$ cat src/hw/rtl/vector3_normalize_top_defines.svh
// Assertion macros used by the top-level RTL file of the vector normalizer.
`ifndef VECTOR3_NORMALIZE_TOP_DEFINES_SVH
`define VECTOR3_NORMALIZE_TOP_DEFINES_SVH

// An implication that is checked at every rising clock edge outside reset.
`define V3N_ASSERT_IMPLY(label, clk, rst, ante, cons, msg) \
   label: assert property (@(posedge clk) disable iff (rst) (ante) |-> (cons)) \
      else $error(msg);

// A next-cycle implication that is checked outside reset.
`define V3N_ASSERT_NEXT(label, clk, rst, ante, cons, msg) \
   label: assert property (@(posedge clk) disable iff (rst) (ante) |=> (cons)) \
      else $error(msg);

`endif

$ cat src/hw/rtl/v3n_pkg.sv
`default_nettype none
package v3n_pkg;

   // Widths of the component and result fields.
   localparam int unsigned COMP_W = 16;
   localparam int unsigned MAG_W  = 16;
   localparam int unsigned SUM_W  = 33;
   localparam int unsigned Q_W    = 15;
   localparam int unsigned RHS_W  = 62;
   localparam int unsigned LIN_W  = 48;
   localparam int unsigned PROD_W = 63;

   // Number of search cells: one result bit per cell, most significant first.
   localparam int unsigned NUM_BITS = 15;

   // Full scale 1.0 in the 2.14 result format.
   localparam logic [Q_W-1:0] UNIT_ONE = 15'd16384;

   typedef struct packed {
      logic signed [COMP_W-1:0] comp_x;
      logic signed [COMP_W-1:0] comp_y;
      logic signed [COMP_W-1:0] comp_z;
      logic                     last_in;
   } req_type;

   typedef struct packed {
      logic signed [COMP_W-1:0] unit_x;
      logic signed [COMP_W-1:0] unit_y;
      logic signed [COMP_W-1:0] unit_z;
      logic                     zero_length;
      logic                     last_out;
   } rsp_type;

   // Search state of one component: the partial result q, the running
   // product (2q-1)^2 * s and the running term 2q * s.
   typedef struct packed {
      logic [Q_W-1:0]    q;
      logic [PROD_W-1:0] acc;
      logic [LIN_W-1:0]  lin;
   } search_type;

   // Working state that one cell hands to the next.
   typedef struct packed {
      logic              valid;
      logic [2:0]        neg;
      logic [SUM_W-1:0]  sum_sq;
      logic [RHS_W-1:0]  rhs_x;
      logic [RHS_W-1:0]  rhs_y;
      logic [RHS_W-1:0]  rhs_z;
      search_type        srch_x;
      search_type        srch_y;
      search_type        srch_z;
      logic              last;
   } lane_type;

endpackage
`default_nettype wire

$ cat src/hw/rtl/v3n_prep.sv
`default_nettype none
module v3n_prep (
   input  wire logic              clock,
   input  wire logic              reset,
   input  wire logic              enable,
   input  wire logic              in_valid,
   input  wire v3n_pkg::req_type  in_req,
   output v3n_pkg::lane_type      out_lane
);
   import v3n_pkg::*;

   logic [MAG_W-1:0]    ax, ay, az;
   logic [2*MAG_W-1:0]  sx, sy, sz;
   lane_type            lane_in, lane_ff;

   // Magnitudes of the components; the most negative value maps to 32768.
   always_comb begin
      ax = in_req.comp_x[COMP_W-1] ? MAG_W'(-in_req.comp_x) : MAG_W'(in_req.comp_x);
      ay = in_req.comp_y[COMP_W-1] ? MAG_W'(-in_req.comp_y) : MAG_W'(in_req.comp_y);
      az = in_req.comp_z[COMP_W-1] ? MAG_W'(-in_req.comp_z) : MAG_W'(in_req.comp_z);
      sx = ax * ax;
      sy = ay * ay;
      sz = az * az;
   end

   // Squared length and the per-component targets (mag * 2^15)^2 = mag^2 * 2^30.
   // The search starts at q = 0, where (2q-1)^2 * s is s itself.
   always_comb begin
      lane_in        = '0;
      lane_in.valid  = in_valid;
      lane_in.neg    = {in_req.comp_z[COMP_W-1], in_req.comp_y[COMP_W-1],
                        in_req.comp_x[COMP_W-1]};
      lane_in.sum_sq = SUM_W'(sx) + SUM_W'(sy) + SUM_W'(sz);
      lane_in.rhs_x  = {sx, 30'd0};
      lane_in.rhs_y  = {sy, 30'd0};
      lane_in.rhs_z  = {sz, 30'd0};
      lane_in.srch_x.acc = PROD_W'(lane_in.sum_sq);
      lane_in.srch_y.acc = PROD_W'(lane_in.sum_sq);
      lane_in.srch_z.acc = PROD_W'(lane_in.sum_sq);
      lane_in.last   = in_req.last_in;
   end

   always_ff @(posedge clock) begin
      if (reset) begin
         lane_ff.valid <= 1'b0;
      end else if (enable) begin
         lane_ff.valid <= lane_in.valid;
      end
      if (enable) begin
         lane_ff.neg    <= lane_in.neg;
         lane_ff.sum_sq <= lane_in.sum_sq;
         lane_ff.rhs_x  <= lane_in.rhs_x;
         lane_ff.rhs_y  <= lane_in.rhs_y;
         lane_ff.rhs_z  <= lane_in.rhs_z;
         lane_ff.srch_x <= lane_in.srch_x;
         lane_ff.srch_y <= lane_in.srch_y;
         lane_ff.srch_z <= lane_in.srch_z;
         lane_ff.last   <= lane_in.last;
      end
   end

   assign out_lane = lane_ff;
endmodule
`default_nettype wire

$ cat config.mk
export PLATFORM = sky130hd
export DESIGN_NAME = v3n_prep
export DESIGN_NICKNAME = d
export VERILOG_FILES = /design/src/hw/rtl/vector3_normalize_top_defines.svh /design/src/hw/rtl/v3n_pkg.sv /design/src/hw/rtl/v3n_prep.sv
export SDC_FILE = /design/constraint.sdc
export NUM_CORES = 2
export LEC_CHECK = 0
export BUFFER_PORTS_ARGS = -buffer_cell sky130_fd_sc_hd__clkbuf_2
export CAP_MARGIN = 15
export CORE_AREA = 2 2 253 255
export CTS_CLUSTER_SIZE = 24
export DETAILED_ROUTE_END_ITERATION = 16
export DIE_AREA = 0 0 255 257
export PLACE_DENSITY_LB_ADDON = 0.1
export SYNTH_ARGS = -nofsm -noshare
export SYNTH_HDL_FRONTEND = slang
export SYNTH_SLANG_ARGS = --single-unit
export TNS_END_PERCENT = 5
$ cat constraint.sdc
create_clock -name clock -period 14.4 [get_ports clock]
set_clock_uncertainty 0.05 [all_clocks]
set_input_delay 1.44 -clock clock [delete_from_list [all_inputs] [get_ports clock]]
set_output_delay 1.44 -clock clock [all_outputs]
set_load 0.05 [all_outputs]
==> out/metrics.csv <==
metric;value;unit
relSlewSlack;23.52;%
antenna_found_initial;3;
cp_common_cell;inv_1;
place_hpwl;67970;um
worst_pin_slew;1143;ps
grt_max_degree;85;
clockBufferDepth;2;
core.rowCount;92;
final_max_slew_viol_count;0;
gp_congestion;0.9181;
largest_reg_flops;131;
cts_tree;built;
rsz0062_at_grt;no;
fp.dieH;257;um
synth_largest_area_cell;fa_1;
wl_per_cell;17.10;um
reg2reg_from;out_lane[601];
fmax;0.08027;GHz
hold_violations;0;
hold_start;out_lane[601];
worstPathMaxFanout;10;
hold_buffers;0;
outcome;complete, no violations;
use_met3;5.796;%
num-nets-final;4583;
drt_wl_total;77730;um
cts_sinks;131;
grt_overflow;0;
use_met2;39.59;%
die_x;255;um
synth-main-ff-cell;edfxtp_1;
r2r_slack;13710;ps
hold_end;out_lane[601];
drc;0;
grt_pass1_vias;21850;
synth.most_common_cell;inv_1;
htreeDepth;4;
core;62740;um^2
nFillCells;5992;
synth_cells;3470;
dieArea;65540;um^2
root_buffer;clkbuf_16;
fin_crit;12460;ps
io_buffers;282;
worst_ep_arrival_time;12650;ps
ys_types;74;
yosys_warnings;0;
critPathLaunchType;primary input;
synth_top_cell_area_share;32.86;%
async_flop_share;0;%
fin_crit_sh;86.51;%
insertion_delay;490;ps
setup_violations;0;
syn_area;31990;um^2
drt-pass1-iter-count;5;
ant_nets;0;
synth_edf_count;130;
start_util;50.99;%
grt_pass1_wl;119800;um
syn2layout_area_growth;3.493;%
crit_path_end_kind;flop;
vias;21910;
dr.first_iter.drc_count;1222;
clk_pin_slew;70;ps
slowest_stage;fa_1;
synth-seq-cells;131;
boundaryPins;655;
vias_per_cell;4.820;
cts_buffers;17;
ff2ff_path_depth;2;
grt-busiest-layer;met2;
crit_buf_inv;13;
r2r_end;out_lane[601];
ys_top_cells_by_count;inv_1 (765), fa_1 (525), buf_4 (471);
gr-usage-met1;31.86;%
holdCritPathClass;flop to flop;
tns;0;ps
grt_use_total;24.39;%
critPathKind;primary input to flop;
syn_avg_cell_area;9.218;um^2
worst_path_largest_cell_delay;540;ps
post_cts_resized;0;
maxCapViolations;0;
required;14590;ps
synth_area_leaders;fa_1 (33%), ha_1 (13%), edfxtp_1 (12%);
holdPathStages;2;
postCtsSetupBuffers;0;
crit_family;adder cells;
seq_area_frac_synth;12.27;%
crit_start;in_req[17];
drive_above_1_share;10.28;%
worst register-to-register path, cell delays in order (launching register included):
cell and delay, ps:
dfxtp_1 390, mux2i_1 90, nor2_1 100
worst max path at each step:
stage                         endpoint  slack (ps)  cells after the start
after global routing      out_lane[81]        1240                     45
after floorplan           out_lane[81]        2340                     45
final                     out_lane[81]        1940                     45
after global placement    out_lane[81]        1960                     45
after detailed placement  out_lane[81]        1620                     45
after CTS                 out_lane[81]        2120                     45
metrics by stage:
stage / setup WS, ps / std cells / utilization (%) / area (um^2) / hold WS [ps]
6_report: 1942 / 4545 / 52.77 / 33110 / 516.6
3_5_place_dp: 1619 / 4512 / 51.84 / 32520 / 512.6
2_1_floorplan: 2342 / 3876 / - / 33510 / 682.6
4_1_cts: 2123 / 4544 / 52.77 / 33100 / 520.7
3_3_place_gp: 1965 / 4511 / 51.83 / 32510 / 512.7
5_1_grt: 1237 / 4544 / 52.77 / 33100 / 548.1
per-layer routing:
| metal | vias to the layer above | share of wire, % |
|---|---|---|
| li1 | 10230 | - |
| met1 | 10820 | 41 |
| met2 | 751 | 48 |
| met5 | - | 0.0090 |
| met4 | 2 | 3.3 |
| met3 | 101 | 7.3 |
cell families (layout without fill, tap and decap cells):
kind of cell	after synthesis	count (layout)	synth area share [%]
xor gates and xnor gates	186	186	5.198
other	2	409	0.02348
muxes	7	7	0.2190
and+or+nand+nor	643	643	8.945
AOI/OAI and AO/OA	347	347	7.056
adders and majority gates	845	845	45.37
DFF	131	131	12.27
buffers and inverters	1309	1131	20.92
placed cells by master, fill, tap and decap left out, types with 7 or more instances in the layout:
cell type  instances
a211oi_1           9
a21o_1            80
a21oi_1           96
a31oi_1           15
and2_1            10
and3_1            14
buf_4             36
clkbuf_16         17
clkbuf_2         281
clkinv_1          13
conb_1           408
edfxtp_1         130
fa_1             525
ha_1             320
inv_1            765
mux2i_1            7
nand2_1          251
nand2b_1          20
nand3_1           19
nand4_1           16
nor2_1           226
nor2b_1           23
nor3_1            16
o211ai_1          12
o21a_1            17
o21ai_0           54
o21bai_1          10
o31ai_1           12
or2_2              9
or3_1             14
xnor2_1          103
xor2_1            77
layout make-up:
type	instances	area (um^2)	share of cell area [%]
diodes	1	2.502	0.007559
well taps	846	1059	3.197
multi-input cells	2436	22920	69.23
clock buffers	18	429.2	1.296
clock inverters	14	152.6	0.4611
flip-flops and latches	131	3924	11.85
inverters	781	2932	8.855
repair buffers	318	1688	5.098
Power is not shown: default switching activity piles up to over one toggle a cycle in this logic, so the estimate is an artifact.
