--- src/hw/rtl/vector3_normalize_top_defines.svh ---
// Assertion macros used by the top-level RTL file of the vector normalizer.
`ifndef VECTOR3_NORMALIZE_TOP_DEFINES_SVH
`define VECTOR3_NORMALIZE_TOP_DEFINES_SVH

// An implication that is checked at every rising clock edge outside reset.
`define V3N_ASSERT_IMPLY(label, clk, rst, ante, cons, msg) \
   label: assert property (@(posedge clk) disable iff (rst) (ante) |-> (cons)) \
      else $error(msg);

// A next-cycle implication that is checked outside reset.
`define V3N_ASSERT_NEXT(label, clk, rst, ante, cons, msg) \
   label: assert property (@(posedge clk) disable iff (rst) (ante) |=> (cons)) \
      else $error(msg);

`endif

--- src/hw/rtl/v3n_pkg.sv ---
`default_nettype none
package v3n_pkg;

   // Widths of the component and result fields.
   localparam int unsigned COMP_W = 16;
   localparam int unsigned MAG_W  = 16;
   localparam int unsigned SUM_W  = 33;
   localparam int unsigned Q_W    = 15;
   localparam int unsigned RHS_W  = 62;
   localparam int unsigned LIN_W  = 48;
   localparam int unsigned PROD_W = 63;

   // Number of search cells: one result bit per cell, most significant first.
   localparam int unsigned NUM_BITS = 15;

   // Full scale 1.0 in the 2.14 result format.
   localparam logic [Q_W-1:0] UNIT_ONE = 15'd16384;

   typedef struct packed {
      logic signed [COMP_W-1:0] comp_x;
      logic signed [COMP_W-1:0] comp_y;
      logic signed [COMP_W-1:0] comp_z;
      logic                     last_in;
   } req_type;

   typedef struct packed {
      logic signed [COMP_W-1:0] unit_x;
      logic signed [COMP_W-1:0] unit_y;
      logic signed [COMP_W-1:0] unit_z;
      logic                     zero_length;
      logic                     last_out;
   } rsp_type;

   // Search state of one component: the partial result q, the running
   // product (2q-1)^2 * s and the running term 2q * s.
   typedef struct packed {
      logic [Q_W-1:0]    q;
      logic [PROD_W-1:0] acc;
      logic [LIN_W-1:0]  lin;
   } search_type;

   // Working state that one cell hands to the next.
   typedef struct packed {
      logic              valid;
      logic [2:0]        neg;
      logic [SUM_W-1:0]  sum_sq;
      logic [RHS_W-1:0]  rhs_x;
      logic [RHS_W-1:0]  rhs_y;
      logic [RHS_W-1:0]  rhs_z;
      search_type        srch_x;
      search_type        srch_y;
      search_type        srch_z;
      logic              last;
   } lane_type;

endpackage
`default_nettype wire

--- src/hw/rtl/v3n_cell.sv ---
`default_nettype none
module v3n_cell #(
   parameter int unsigned BIT_POS = 0
) (
   input  wire logic              clock,
   input  wire logic              reset,
   input  wire logic              enable,
   input  wire v3n_pkg::lane_type in_lane,
   output v3n_pkg::lane_type      out_lane
);
   import v3n_pkg::*;

   lane_type lane_in, lane_ff;

   // Trial value k = q | bit; keep it when (2k-1)^2 * s <= rhs and k <= 1.0.
   // Since q holds only bits above this one, 2k-1 = (2q-1) + 2^(b+1), so the
   // trial product is the running product plus shifted copies of 2q * s and s.
   function automatic search_type try_bit(
      input search_type       cur,
      input logic [SUM_W-1:0] s,
      input logic [RHS_W-1:0] rhs
   );
      search_type        nxt;
      logic [Q_W-1:0]    k;
      logic [PROD_W-1:0] s_w;
      logic [PROD_W-1:0] trial;
      begin
         k     = cur.q | (Q_W'(1) << BIT_POS);
         s_w   = PROD_W'(s);
         trial = cur.acc + (PROD_W'(cur.lin) << (BIT_POS + 2))
               - (s_w << (BIT_POS + 2)) + (s_w << (2 * BIT_POS + 2));
         nxt   = cur;
         if (k <= UNIT_ONE && trial <= PROD_W'(rhs)) begin
            nxt.q   = k;
            nxt.acc = trial;
            nxt.lin = cur.lin + (LIN_W'(s) << (BIT_POS + 1));
         end
         try_bit = nxt;
      end
   endfunction

   always_comb begin
      lane_in        = in_lane;
      lane_in.srch_x = try_bit(in_lane.srch_x, in_lane.sum_sq, in_lane.rhs_x);
      lane_in.srch_y = try_bit(in_lane.srch_y, in_lane.sum_sq, in_lane.rhs_y);
      lane_in.srch_z = try_bit(in_lane.srch_z, in_lane.sum_sq, in_lane.rhs_z);
   end

   always_ff @(posedge clock) begin
      if (reset) begin
         lane_ff.valid <= 1'b0;
      end else if (enable) begin
         lane_ff.valid <= lane_in.valid;
      end
      if (enable) begin
         lane_ff.neg    <= lane_in.neg;
         lane_ff.sum_sq <= lane_in.sum_sq;
         lane_ff.rhs_x  <= lane_in.rhs_x;
         lane_ff.rhs_y  <= lane_in.rhs_y;
         lane_ff.rhs_z  <= lane_in.rhs_z;
         lane_ff.srch_x <= lane_in.srch_x;
         lane_ff.srch_y <= lane_in.srch_y;
         lane_ff.srch_z <= lane_in.srch_z;
         lane_ff.last   <= lane_in.last;
      end
   end

   assign out_lane = lane_ff;
endmodule
`default_nettype wire

--- config.mk ---
export PLATFORM = sky130hd
export DESIGN_NAME = v3n_cell
export DESIGN_NICKNAME = d
export VERILOG_FILES = /design/src/hw/rtl/vector3_normalize_top_defines.svh /design/src/hw/rtl/v3n_pkg.sv /design/src/hw/rtl/v3n_cell.sv
export SDC_FILE = /design/constraint.sdc
export NUM_CORES = 2
export LEC_CHECK = 0
export ABC_CLOCK_PERIOD_IN_PS = 13200
export BUFFER_PORTS_ARGS = -buffer_cell sky130_fd_sc_hd__buf_4
export CAP_MARGIN = 0
export CORE_AREA = 2 2 475 477
export CTS_CLUSTER_DIAMETER = 200
export DETAILED_ROUTE_END_ITERATION = 10
export DIE_AREA = 0 0 477 479
export PLACE_DENSITY = 0.5
export SLEW_MARGIN = 10
export SYNTH_ARGS = -nofsm -noshare
export SYNTH_HDL_FRONTEND = slang
export SYNTH_SLANG_ARGS = --single-unit
--- constraint.sdc ---
create_clock -name clock -period 13.2 [get_ports clock]
set_input_delay 3.96 -clock clock [delete_from_list [all_inputs] [get_ports clock]]
set_output_delay 3.96 -clock clock [all_outputs]
set_load 0.01 [all_outputs]
==> results.txt <==
The flow ran to the end, and the final reports show no timing, DRC or antenna violations. In this run the tool buffered the top-level ports with 1206 buffer cells. The wire length per cell after detailed routing is 28.6 µm. The number of endpoints with negative hold slack in the final report was 0; the post-route antenna net violation count was 0.

Yosys printed 0 warnings. The switching portion of total power was 43.0%; the unique cell type count in the Yosys netlist was 83. The highest achievable clock rate came out at 80.5 MHz.

Across the VDD grid, the largest voltage drop is 0.119 mV. In this run the tightest slew margin relative to its limit is 15.8%. The via count of the first global-routing pass was 42800. The start point of the critical path was in_lane[572]. For the worst-skew pair, the clock arrives at the later sink with an insertion delay of 0.71 ns. The cell at the root of the clock tree was clkbuf_16. For this design the ratio of total power to cell area is 158 nW/µm². The floorplan has 174 rows. Across the run, the number of max-cap violations was 0.

Sequential cells burn 25.2% of the power. Dividing the final minimum period by the clock period gives 94.1%. For met2 alone, demand over resource in global routing was 36.0%. The first global-routing pass estimated 347000 µm of wire. The footprint of the flip-flops and latches came out at 18100 µm². In this run the static leakage power is 29.2 nW. From synthesis to final layout, the design area changed by 31.9%.

In this run, the number of DRC markers left after iteration 0 of detailed routing was 3320. The reported net switching power was 4.41 mW; the TritonCTS buffer count was 86. The number of gates resized after cts is 0, and the number of sinks driven by the clock tree is 602. The floorplan step set the die height to 479 µm. For the finished layout, the period the worst path requires is 12.43 ns. Global routing finished with a remaining overflow of 0. The tools report the number of cells in the design after placement as 8920. Critical path start-end classification: in2reg.

The run gives 260000 µm as the wire length after detailed routing. In the layout the commonest cells are 1251 x buf_4, 689 x inv_1, 601 x edfxtp_1. The final number of max-transition violations was 0. After layout, the design draws a total of 10.3 mW. The maximum root-to-sink buffer count came out at 3. Setup repair after global routing left no endpoint under its margin.

The synthesized area per cell is 10.3 µm², and the power share of the clock group is 24.3%. The run gives 0 as the number of design rule violations left after detail routing. The min-delay analysis places its worst path in the category reg2reg. The internal portion of total power was 5.86 mW.

Along the worst hold path, the cell count comes to 2. The logic gate share of total power was 50.5%. STA classifies the critical path startpoint as an input pin. The top cell type's share of synthesized area is 36.6%. The worst register-to-register path ends at out_lane[601]$_SDFFE_PP0P_.

For hold timing, the worst endpoint is out_lane[601]$_SDFFE_PP0P_. The initial utilization of the core area, before any placement, comes to 22.0%. After detailed placement, the total cell area comes to 62000 µm².

After clock tree synthesis, the clock-pin slew on the worst setup and hold paths is 0.06 ns. The most used routing layer in global routing is met2. The final worst clock skew is 0 ns, and the fraction of synthesis flops using an asynchronous set or reset pin is 0%. For the total of fill cells in the finished design, the log shows 23500. The run gives 49300 µm² as the total standard cell area after synthesis. The multi-input combinational cells in the finished layout cover a total of 28100 µm².

During I/O placement, the number of pins put on the boundary was 1207. The sum of negative setup slack was 0 ns. For the number of nets in the finished design, the log shows 7416.

Met1 track demand over resource in global routing: 27.2%. The most frequent standard cell in the layout excluding fill and tap cells was buf_4. The overall fraction of global-route tracks in use came out at 21.9%. Summed over all nets, the half-perimeter wirelength after detailed placement is 222000 µm. At the worst endpoint, the required time is 13.61 ns. For this block, the via count after detailed routing is 43100. In this run the register-to-register setup slack is 12.61 ns.

The most common flop cell mapped by yosys is edfxtp_1. The run gives 6 as the iteration count of the initial detailed-routing pass. The floorplan step defined a die boundary enclosing 228000 µm². The run gives 63 as the number of antenna violations at the first check in global routing. The startpoint identified for the worst register-to-register timing path is out_lane[601]$_SDFFE_PP0P_. The run gives 224000 µm² as the placeable core region. Synthesis inferred 602 register bits.

The run gives 29.1% as the final core utilization. The clock tree synthesis step divided the H-tree into 3 levels. The final design instance area without fill is 65000 µm². The startpoint of the worst hold path was out_lane[601]$_SDFFE_PP0P_.

For the pin with the worst max-slew slack, the measured transition is 1.25 ns. The kind of end point of the critical path was a flip-flop. edfxtp_1 takes more of the synthesized area than any other cell. The number of cells on the worst reg-to-reg path is 2.

The final setup violation count was 0. TritonCTS built the clock tree. The tools report the fraction of the yosys area taken by sequential cells as 36.7%. Synthesis handed over a netlist of 4805 instances.

The register with the most flip-flops in the layout has 602 of them. Once layout is complete, the cells apart from fillers number 9107. In this run, post-CTS hold repair placed 0 buffers.

Global routing consumed, on the met3 layer, 5.95% of the routing resources. Of the cells placed in the final design, the portion with a size suffix greater than 1 is 26.5%. By area the synthesized netlist is led by edfxtp_1 37%, ha_1 15%, fa_1 8.3%.

The number of nets in the synthesized netlist is 6205. Entering global routing, the biggest net connects 117 pins. The die is 477 µm wide. Along the worst path, the maximum fanout reaches 36.

Data arrives at the worst endpoint at 12.84 ns. The tools report the buffer count from post-CTS setup fixing as 0. Number of enable-type register cells in the synthesized netlist: 601.

Routability-driven placement finished with a final weighted congestion of 0.918. Using the TritonRoute via totals, the vias-per-cell ratio works out to 4.73.
## layer usage
layer | share of wire [%] | routed length [µm]
met5 | 0.046 | 120
met4 | 3.7 | 9680
met3 | 8.0 | 20900
met2 | 47 | 122000
met1 | 41 | 108000
## cell usage after synthesis (15+ instances only)
library cell  count
a211oi_1         47
a21o_1          168
a21oi_1         357
a221oi_1         15
a31oi_1          32
and2_1           19
and3_1           25
and4_1           15
buf_2            34
clkbuf_1         94
edfxtp_1        601
fa_1            204
ha_1            591
inv_1           689
mux2_2          187
nand2_1         295
nand2b_1         39
nand3_1         102
nand4_1          87
nor2_1          204
nor2b_1          37
nor3_1           54
nor4_1           17
o211ai_1         21
o21a_1           29
o21ai_0         266
o21bai_1         60
o31ai_1          17
xnor2_1         195
xor2_1          103
## stage by stage
step	setup slack [ns]	hold slack, ns
after floorplan	2.84	0.528
after global placement	0.218	0.481
after detailed placement	0.192	0.499
after CTS	0.984	0.512
after global routing	0.397	0.560
final	0.773	0.506
## worst max path at each step
stage | to | slack, ns | cells after the start
global route | out_lane[88]$_DFFE_PP_ | 0.40 | 25
CTS | out_lane[89]$_DFFE_PP_ | 0.98 | 25
floorplan | out_lane[276]$_DFFE_PP_ | 2.84 | 28
global placement | out_lane[89]$_DFFE_PP_ | 0.22 | 25
finish | out_lane[89]$_DFFE_PP_ | 0.77 | 25
detailed placement | out_lane[89]$_DFFE_PP_ | 0.19 | 25
## cell type report
class | instances | share of cell area, %
clock buffer | 96 | 3.40
clock inverter | 65 | 1.12
multi-input combinational | 3379 | 43.2
tap | 2992 | 5.76
inverter | 689 | 3.98
timing repair buffer | 1258 | 14.7
sequential | 602 | 27.8
antenna | 26 | 0.100
## power by group through the flow
stage / Clock (mW) / Combinational [mW] / Sequential [mW]
after floorplan: 0 / 2.85 / 2.71
after global placement: 0 / 5.14 / 2.63
after detailed placement: 0 / 5.17 / 2.63
after CTS: 2.58 / 5.20 / 2.60
after global routing: 2.63 / 5.67 / 2.61
final: 2.50 / 5.19 / 2.59
## logic make-up (layout without fill, tap and decap cells)
logic type	count (synthesis)	after routing	synth area share, %
compound gates	1147	1147	14.6
fa+ha+maj	795	795	23.3
flops	602	602	36.7
mux	192	192	4.38
other cells	0	26	0
xor+xnor	298	298	5.30
buf+inv	824	2108	6.41
simple gates	947	947	9.32
## critical path, stage by stage
cell      delay [ns]
buf_4           0.31
inv_1           0.39
fa_1            0.61
fa_1            0.41
ha_1            0.37
a21oi_1         0.08
a21boi_0        0.38
nor2_1          0.10
and2_1          0.22
a21o_1          0.21
o41ai_1         0.59
a31oi_1         0.33
o21ai_0         0.36
xor2_1          0.38
ha_1            0.22
nand4_1         0.33
nor4_1          0.37
nand2_1         0.24
a211oi_1        0.74
o41ai_1         0.25
a21oi_1         0.27
nor4_1          0.09
a41oi_1         0.33
nand2_4         0.32
o21ai_0         0.94
Power figures use the tool's default switching activity.
